### src/rtl/core/aps_pkg.sv
`timescale 1ns / 1ps
`default_nettype none
// ----------------------------------------------------------------------------
// aps_pkg
// Shared types, codes and name tables for the ALPN protocol selector.
// ----------------------------------------------------------------------------
package aps_pkg;

    localparam logic [15:0] MAX_LIST_BYTES = 16'd65535;

    localparam logic        STATUS_OK    = 1'b0;
    localparam logic        STATUS_FATAL = 1'b1;

    localparam logic [1:0]  PROTO_NONE   = 2'd0;
    localparam logic [1:0]  PROTO_HTTP11 = 2'd1;
    localparam logic [1:0]  PROTO_H2     = 2'd2;

    localparam logic [7:0]  H2_NAME_LEN     = 8'd2;
    localparam logic [7:0]  HTTP11_NAME_LEN = 8'd8;

    typedef struct packed {
        logic        status;
        logic [1:0]  protocol;
        logic [15:0] name_offset;
        logic [3:0]  name_length;
    } t_result;

    // "h2"
    function automatic logic [7:0] h2_name_byte(input logic idx);
        logic [7:0] b;
        case (idx)
            1'b0:    b = 8'h68;
            default: b = 8'h32;
        endcase
        return b;
    endfunction

    // "http/1.1"
    function automatic logic [7:0] http11_name_byte(input logic [2:0] idx);
        logic [7:0] b;
        case (idx)
            3'd0:    b = 8'h68;
            3'd1:    b = 8'h74;
            3'd2:    b = 8'h74;
            3'd3:    b = 8'h70;
            3'd4:    b = 8'h2F;
            3'd5:    b = 8'h31;
            3'd6:    b = 8'h2E;
            default: b = 8'h31;
        endcase
        return b;
    endfunction

endpackage
`default_nettype wire

### src/rtl/core/alpn_protocol_selector_unit.sv
`timescale 1ns / 1ps
`default_nettype none
// Output: a registered result appears in the cycle after the request that ends the list.
// Throughput: one request per cycle while no result waits; the byte update is combinational.
// Stall: requests are held off only while a result sits unclaimed in the output register.
// Reset: synchronous, active low; clears the list state and empties the output register.
// ----------------------------------------------------------------------------
// alpn_protocol_selector_unit
// ALPN list parser: picks h2 over http/1.1 and reports its offset in the list.
// ----------------------------------------------------------------------------
module alpn_protocol_selector_unit (
    input  wire logic        i_clk,
    input  wire logic        i_rst_n,
    // request channel: one list byte per request
    input  wire logic        i_in_valid,
    output logic             o_in_ready,
    input  wire logic [7:0]  i_list_byte,
    input  wire logic        i_last_byte,
    input  wire logic        i_empty_list,
    // result channel: one result per list
    output logic             o_out_valid,
    input  wire logic        i_out_ready,
    output logic             o_status,
    output logic [1:0]       o_protocol,
    output logic [15:0]      o_name_offset,
    output logic [3:0]       o_name_length
);
    import aps_pkg::*;

    logic    accept;
    logic    parse_done;
    logic    out_can_load;
    t_result parse_result;
    t_result out_result;

    // Take a request whenever the output register can absorb whatever it
    // produces; requests that do not end a list never need it, but keeping
    // one rule keeps the ready path short.
    assign o_in_ready = out_can_load;
    assign accept     = i_in_valid && o_in_ready;

    // Entry tracking, name matching and the final selection.
    aps_list_parser u_parser (
        .i_clk          (i_clk),
        .i_rst_n        (i_rst_n),
        .i_accept       (accept),
        .i_list_byte    (i_list_byte),
        .i_last_byte    (i_last_byte),
        .i_empty_list   (i_empty_list),
        .o_result       (parse_result),
        .o_result_valid (parse_done)
    );

    // Hold the result until the consumer takes it.
    aps_result_reg u_out (
        .i_clk      (i_clk),
        .i_rst_n    (i_rst_n),
        .i_load     (parse_done),
        .i_result   (parse_result),
        .o_can_load (out_can_load),
        .o_valid    (o_out_valid),
        .i_ready    (i_out_ready),
        .o_result   (out_result)
    );

    assign o_status      = out_result.status;
    assign o_protocol    = out_result.protocol;
    assign o_name_offset = out_result.name_offset;
    assign o_name_length = out_result.name_length;

endmodule
`default_nettype wire

### src/rtl/core/aps_list_parser.sv
`timescale 1ns / 1ps
`default_nettype none
// ----------------------------------------------------------------------------
// aps_list_parser
// Walks the list one byte per request, tracks entries and name matches, and
// forms the selection when the list ends.
// ----------------------------------------------------------------------------
module aps_list_parser (
    input  wire logic            i_clk,
    input  wire logic            i_rst_n,
    input  wire logic            i_accept,
    input  wire logic [7:0]      i_list_byte,
    input  wire logic            i_last_byte,
    input  wire logic            i_empty_list,
    output aps_pkg::t_result     o_result,
    output logic                 o_result_valid
);
    import aps_pkg::*;

    logic [15:0] r_byte_position, n_byte_position;
    logic [7:0]  r_entry_remaining, n_entry_remaining;
    logic [7:0]  r_entry_length, n_entry_length;
    logic [15:0] r_entry_start, n_entry_start;
    logic        r_h2_match, n_h2_match;
    logic        r_h1_match, n_h1_match;
    logic        r_found_h2, n_found_h2;
    logic [15:0] r_h2_offset, n_h2_offset;
    logic        r_found_h1, n_found_h1;
    logic [15:0] r_h1_offset, n_h1_offset;
    logic        r_overflow, n_overflow;

    logic [7:0]  name_idx;
    logic [7:0]  remaining_dec;
    logic        list_end;

    assign name_idx      = r_entry_length - r_entry_remaining;
    assign remaining_dec = r_entry_remaining - 8'd1;
    assign list_end      = i_accept && (i_empty_list || i_last_byte);

    always_comb begin
        n_byte_position   = r_byte_position;
        n_entry_remaining = r_entry_remaining;
        n_entry_length    = r_entry_length;
        n_entry_start     = r_entry_start;
        n_h2_match        = r_h2_match;
        n_h1_match        = r_h1_match;
        n_found_h2        = r_found_h2;
        n_h2_offset       = r_h2_offset;
        n_found_h1        = r_found_h1;
        n_h1_offset       = r_h1_offset;
        n_overflow        = r_overflow;

        if (r_overflow || (r_byte_position >= MAX_LIST_BYTES)) begin
            // drop the byte and every later one
            n_overflow = 1'b1;
        end else begin
            if (r_entry_remaining == 8'd0) begin
                n_entry_length    = i_list_byte;
                n_entry_remaining = i_list_byte;
                n_entry_start     = r_byte_position + 16'd1;
                n_h2_match        = (i_list_byte == H2_NAME_LEN);
                n_h1_match        = (i_list_byte == HTTP11_NAME_LEN);
            end else begin
                n_h2_match = r_h2_match && (name_idx < 8'd2)
                             && (h2_name_byte(name_idx[0]) == i_list_byte);
                n_h1_match = r_h1_match && (name_idx < 8'd8)
                             && (http11_name_byte(name_idx[2:0]) == i_list_byte);
                n_entry_remaining = remaining_dec;
                if (remaining_dec == 8'd0) begin
                    if (n_h2_match) begin
                        n_found_h2  = 1'b1;
                        n_h2_offset = r_entry_start;
                    end else if (n_h1_match) begin
                        n_found_h1  = 1'b1;
                        n_h1_offset = r_entry_start;
                    end
                    n_h2_match = 1'b0;
                    n_h1_match = 1'b0;
                end
            end
            n_byte_position = r_byte_position + 16'd1;
        end
    end

    // selection from the state as it stands after this byte
    always_comb begin
        o_result.status      = STATUS_FATAL;
        o_result.protocol    = PROTO_NONE;
        o_result.name_offset = 16'd0;
        o_result.name_length = 4'd0;
        if (!i_empty_list && !n_overflow && (n_entry_remaining == 8'd0)) begin
            if (n_found_h2) begin
                o_result.status      = STATUS_OK;
                o_result.protocol    = PROTO_H2;
                o_result.name_offset = n_h2_offset;
                o_result.name_length = H2_NAME_LEN[3:0];
            end else if (n_found_h1) begin
                o_result.status      = STATUS_OK;
                o_result.protocol    = PROTO_HTTP11;
                o_result.name_offset = n_h1_offset;
                o_result.name_length = HTTP11_NAME_LEN[3:0];
            end
        end
    end

    assign o_result_valid = list_end;

    always_ff @(posedge i_clk) begin
        if (!i_rst_n || list_end) begin
            r_byte_position   <= '0;
            r_entry_remaining <= '0;
            r_entry_length    <= '0;
            r_entry_start     <= '0;
            r_h2_match        <= 1'b0;
            r_h1_match        <= 1'b0;
            r_found_h2        <= 1'b0;
            r_h2_offset       <= '0;
            r_found_h1        <= 1'b0;
            r_h1_offset       <= '0;
            r_overflow        <= 1'b0;
        end else if (i_accept) begin
            r_byte_position   <= n_byte_position;
            r_entry_remaining <= n_entry_remaining;
            r_entry_length    <= n_entry_length;
            r_entry_start     <= n_entry_start;
            r_h2_match        <= n_h2_match;
            r_h1_match        <= n_h1_match;
            r_found_h2        <= n_found_h2;
            r_h2_offset       <= n_h2_offset;
            r_found_h1        <= n_found_h1;
            r_h1_offset       <= n_h1_offset;
            r_overflow        <= n_overflow;
        end
    end

endmodule
`default_nettype wire

### src/rtl/core/aps_result_reg.sv
`timescale 1ns / 1ps
`default_nettype none
// ----------------------------------------------------------------------------
// aps_result_reg
// Output register: holds one result until taken, passes a new one on the
// cycle the old one leaves.
// ----------------------------------------------------------------------------
module aps_result_reg (
    input  wire logic              i_clk,
    input  wire logic              i_rst_n,
    input  wire logic              i_load,
    input  aps_pkg::t_result       i_result,
    output logic                   o_can_load,
    output logic                   o_valid,
    input  wire logic              i_ready,
    output aps_pkg::t_result       o_result
);
    import aps_pkg::*;

    logic    r_valid;
    t_result r_result;

    assign o_can_load = !r_valid || i_ready;
    assign o_valid    = r_valid;
    assign o_result   = r_result;

    always_ff @(posedge i_clk) begin
        if (!i_rst_n) begin
            r_valid <= 1'b0;
        end else if (o_can_load) begin
            r_valid <= i_load;
        end
    end

    always_ff @(posedge i_clk) begin
        if (o_can_load && i_load) begin
            r_result <= i_result;
        end
    end

endmodule
`default_nettype wire

### config.mk
export PLATFORM = sky130hd
export DESIGN_NAME = alpn_protocol_selector_unit
export DESIGN_NICKNAME = d
export VERILOG_FILES = /design/src/rtl/core/aps_pkg.sv /design/src/rtl/core/alpn_protocol_selector_unit.sv /design/src/rtl/core/aps_list_parser.sv /design/src/rtl/core/aps_result_reg.sv
export SDC_FILE = /design/constraint.sdc
export NUM_CORES = 1
export LEC_CHECK = 0
export ABC_CLOCK_PERIOD_IN_PS = 4300
export BUFFER_PORTS_ARGS = -buffer_cell sky130_fd_sc_hd__buf_2
export CORE_ASPECT_RATIO = 0.7
export CORE_MARGIN = 10
export CORE_UTILIZATION = 60
export DETAILED_ROUTE_END_ITERATION = 8
export MAX_ROUTING_LAYER = met4
export PLACE_DENSITY = 0.9
export SETUP_SLACK_MARGIN = 0.15
export SYNTH_ARGS = -nofsm -noshare
export SYNTH_HDL_FRONTEND = slang
export SYNTH_SLANG_ARGS = --single-unit
### constraint.sdc
create_clock -name i_clk -period 4.3 [get_ports i_clk]
set_input_delay 0.645 -clock i_clk [delete_from_list [all_inputs] [get_ports i_clk]]
set_output_delay 0.645 -clock i_clk [all_outputs]
set_load 0.01 [all_outputs]
==> impl_metrics.xml <==
<?xml version="1.0" encoding="UTF-8"?>
<metrics>
  <group name="power_and_ir_drop">
    <metric name="comb_power_share" unit="">0.210</metric>
    <metric name="vdd_drop_max" unit="mV">0.191</metric>
    <metric name="total_switching_power" unit="mW">0.745</metric>
    <metric name="netSwitchingFraction" unit="">0.308</metric>
    <metric name="power.share.clock" unit="">0.336</metric>
    <metric name="pwr_density_cell" unit="nW/um^2">402</metric>
    <metric name="power_leakage" unit="nW">2.21</metric>
    <metric name="p_int" unit="mW">1.68</metric>
    <metric name="totalPowerFinal" unit="mW">2.42</metric>
    <metric name="power.share.sequential" unit="">0.453</metric>
  </group>
  <group name="clocking">
    <metric name="postCtsHoldBufs" unit="">0</metric>
    <metric name="post_cts_buffers" unit="">0</metric>
    <metric name="numCtsBuffers" unit="">9</metric>
    <metric name="htree_num_levels" unit="">3</metric>
    <metric name="clock_tree.root_cell" unit="">clkbuf_16</metric>
    <metric name="tritoncts_sink_count" unit="">105</metric>
    <metric name="clock_tree.buffer_depth" unit="">2</metric>
    <metric name="clkLatencyLatePin" unit="ps">350</metric>
    <metric name="post_cts_resize_count" unit="">0</metric>
    <metric name="path_clk_slew" unit="ps">70</metric>
    <metric name="cts_tree" unit="">yes</metric>
  </group>
  <group name="die">
    <metric name="initial_utilization" unit="">0.612</metric>
    <metric name="die_area" unit="sq um">13500</metric>
    <metric name="placement_rows" unit="">29</metric>
    <metric name="number_of_top_level_design_ports" unit="">39</metric>
    <metric name="floorplan_die_width" unit="um">135</metric>
    <metric name="design.core.area" unit="sq um">9030</metric>
    <metric name="die_h" unit="um">100</metric>
  </group>
  <group name="timing">
    <metric name="period_utilisation_layout" unit="">0.856</metric>
    <metric name="unrepaired_setup_endpoints_after_global_routing" unit="">no</metric>
    <metric name="setup_ws" unit="ps">621</metric>
    <metric name="finalClockSkew" unit="ps">9.18</metric>
    <metric name="tightest_slew" unit="ps">963</metric>
    <metric name="setup_tns" unit="ps">0</metric>
    <metric name="final_max_slew_viol_count" unit="">0</metric>
    <metric name="setup_viol" unit="">0</metric>
    <metric name="layout_min_cycle_time" unit="ps">3680</metric>
    <metric name="hold_violations" unit="">0</metric>
    <metric name="achievable-frequency" unit="MHz">272</metric>
    <metric name="timing.slew.headroom" unit="">0.357</metric>
  </group>
  <group name="layout">
    <metric name="storage_element_area" unit="sq um">2290</metric>
    <metric name="multi_input_area" unit="sq um">2980</metric>
    <metric name="area.growth.synth_to_final" unit="%">8.94</metric>
    <metric name="post_route_cells_drive_above_1_share" unit="">0.119</metric>
    <metric name="layout.cells.non_filler" unit="">772</metric>
    <metric name="post-route-cell-area" unit="sq um">6020</metric>
    <metric name="insertedDiodeCount" unit="">0</metric>
    <metric name="fillCellCount" unit="">663</metric>
    <metric name="final_cell_mix" unit="">86 x dfxtp_1, 72 x nand2_1, 68 x nor2_1</metric>
    <metric name="nets" unit="">669</metric>
    <metric name="mostFrequentLayoutCell" unit="">dfxtp_1</metric>
  </group>
  <group name="synthesis">
    <metric name="syn_area_per_cell" unit="sq um">8.85</metric>
    <metric name="synth_enable_flop_cells" unit="">19</metric>
    <metric name="yosysUniqueCellTypes" unit="">70</metric>
    <metric name="synthCells" unit="">625</metric>
    <metric name="asyncSetResetFlopFracSynth" unit="">0</metric>
    <metric name="postSynth.topFlopCell" unit="">dfxtp_1</metric>
    <metric name="netlist_area" unit="sq um">5530</metric>
    <metric name="yosys_warning_total" unit="">0</metric>
    <metric name="synth-seq-cells" unit="">105</metric>
    <metric name="ys_seq_area_frac" unit="">0.415</metric>
  </group>
  <group name="worst_hold_path">
    <metric name="hold_path_depth" unit="">2</metric>
    <metric name="tightest_hold_check_type" unit="">reg2reg</metric>
  </group>
  <group name="grt">
    <metric name="grt_first_pass_wirelength" unit="um">22900</metric>
    <metric name="grt_usage" unit="">0.212</metric>
    <metric name="grt.overflow.total" unit="">0</metric>
    <metric name="grt_pass1_vias" unit="">4676</metric>
    <metric name="grt_antenna_before_repair" unit="">0</metric>
    <metric name="grt_max_degree" unit="">75</metric>
  </group>
  <group name="placement">
    <metric name="place.port_buffers" unit="">36</metric>
    <metric name="preCtsSetupSlack" unit="ps">558</metric>
    <metric name="place.gp.congestion" unit="">1.07</metric>
    <metric name="place.detailed.instances" unit="">756</metric>
    <metric name="placement.cell_area" unit="sq um">5730</metric>
    <metric name="half_perimeter_wire_length_after_placement" unit="um">9330</metric>
  </group>
  <group name="worst_setup_path">
    <metric name="worstPathRequired" unit="ps">4340</metric>
    <metric name="max_fo_critical_path" unit="">17</metric>
    <metric name="worst-r2r-cell-count" unit="">10</metric>
    <metric name="reg2reg_slack" unit="ps">620</metric>
    <metric name="critPathCaptureType" unit="">flop</metric>
    <metric name="timing.critical_path.from_type" unit="">flop</metric>
    <metric name="timing.setup.critical_path_class" unit="">reg2reg</metric>
    <metric name="worst_ep_arrival" unit="ps">3720</metric>
  </group>
  <group name="drt">
    <metric name="vias" unit="">4860</metric>
    <metric name="dr_drc_count" unit="">0</metric>
    <metric name="vias_per_cell" unit="">6.30</metric>
    <metric name="detailedRoute.firstPassIterationCount" unit="">5</metric>
    <metric name="avgRoutedWirePerCell" unit="um">18.1</metric>
    <metric name="ant_nets" unit="">0</metric>
    <metric name="dr.first_iter.drc_count" unit="">549</metric>
    <metric name="routed_wirelength" unit="um">14000</metric>
  </group>
  <group name="run_status">
    <metric name="outcome" unit="">complete, no violations</metric>
  </group>
  <group name="job">
    <metric name="drv.max_cap_violation_count" unit="">0</metric>
  </group>
</metrics>
metal layers:
| metal | GRT usage | wire length, um | up-vias | share of wire |
|---|---|---|---|---|
| met1 | 0.265 | 5880 | 2285 | 0.42 |
| met2 | 0.330 | 6510 | 253 | 0.47 |
| met3 | 0.0524 | 1310 | 34 | 0.094 |
| met5 | - | 0 | - | 0 |
| li1 | - | - | 2288 | - |
| met4 | 0.0676 | 270 | 0 | 0.019 |
synthesized netlist by cell type (7+ instances only):
master,instances,area (sq um)
nand4_1,9,56.3
nand3_1,10,50.1
xor2_1,14,123
o21ai_1,19,95.1
nand2_1,73,274
a31oi_1,7,43.8
clkbuf_1,20,75.1
inv_1,13,48.8
nor2_1,69,259
buf_2,9,45.0
o22ai_1,17,106
a21oi_1,42,210
mux2i_1,50,500
ha_1,11,138
a211oi_1,17,128
xnor2_1,16,140
dfxtp_1,86,1720
edfxtp_1,19,571
o21ai_0,15,75.1
nor3_1,8,40.0
final cells by class:
type	count	share of cell area
Sequential cell	105	0.381
Clock buffer	11	0.0386
Inverter	17	0.0106
Tap cell	124	0.0258
Clock inverter	5	0.00935
Timing Repair Buffer	44	0.0399
Multi-Input combinational cell	466	0.495
power groups by stage:
stage                     clock network [mW]  logic, mW  registers [mW]
after floorplan                            0      0.382            1.10
after global placement                     0      0.467            1.11
after detailed placement                   0      0.489            1.12
after CTS                              0.819      0.496            1.09
after global routing                   0.855      0.555            1.10
final                                  0.815      0.510            1.10
flip-flops by register name, summed over array words and instances, names as in the netlist:
name,flops
u_parser.r_entry_length,8
u_parser.r_entry_remaining,8
u_parser.r_entry_start,16
u_out.o_result,19
u_out.o_valid,1
u_parser.r_h2_match,1
u_parser.r_byte_position,16
u_parser.r_h1_match,1
u_parser.r_found_h2,1
u_parser.r_found_h1,1
u_parser.r_h1_offset,16
u_parser.r_overflow,1
u_parser.r_h2_offset,16
cells by family (layout without fill, tap and decap cells):
kind of cell | after synthesis | after routing | share of synthesized area
buffers and inverters | 55 | 77 | 0.0475
AO/OA/AOI/OAI | 149 | 149 | 0.170
other | 1 | 2 | 0.000678
multiplexers | 50 | 50 | 0.0905
flip-flops | 105 | 105 | 0.415
adder cells (fa/ha/maj) | 12 | 12 | 0.0285
AND/OR/NAND/NOR | 223 | 223 | 0.201
XOR/XNOR | 30 | 30 | 0.0475
stage by stage:
stage	utilization	hold WS [ps]
2_1_floorplan	-	436
3_5_place_dp	0.635	454
3_3_place_gp	0.635	448
5_1_grt	0.667	476
4_1_cts	0.667	464
6_report	0.667	466
worst paths after layout:
path	start	to
max	u_parser.r_entry_remaining[0]	u_out.o_result[8]
min	u_parser.r_entry_length[5]	u_parser.r_entry_length[5]
max reg2reg	u_parser.r_entry_remaining[0]	u_out.o_result[8]
min reg2reg	u_parser.r_entry_length[5]	u_parser.r_entry_length[5]
worst max-delay path, stage by stage (launching register included):
cell       delay (ps)
dfxtp_1           400
ha_1              250
fa_1              460
nand2b_1          220
a2111oi_0         510
a211oi_1          180
o31a_1            160
nand4_2           160
nor2_4             90
o221ai_2          730
o22ai_1           200
Power figures use the tool's default switching activity.
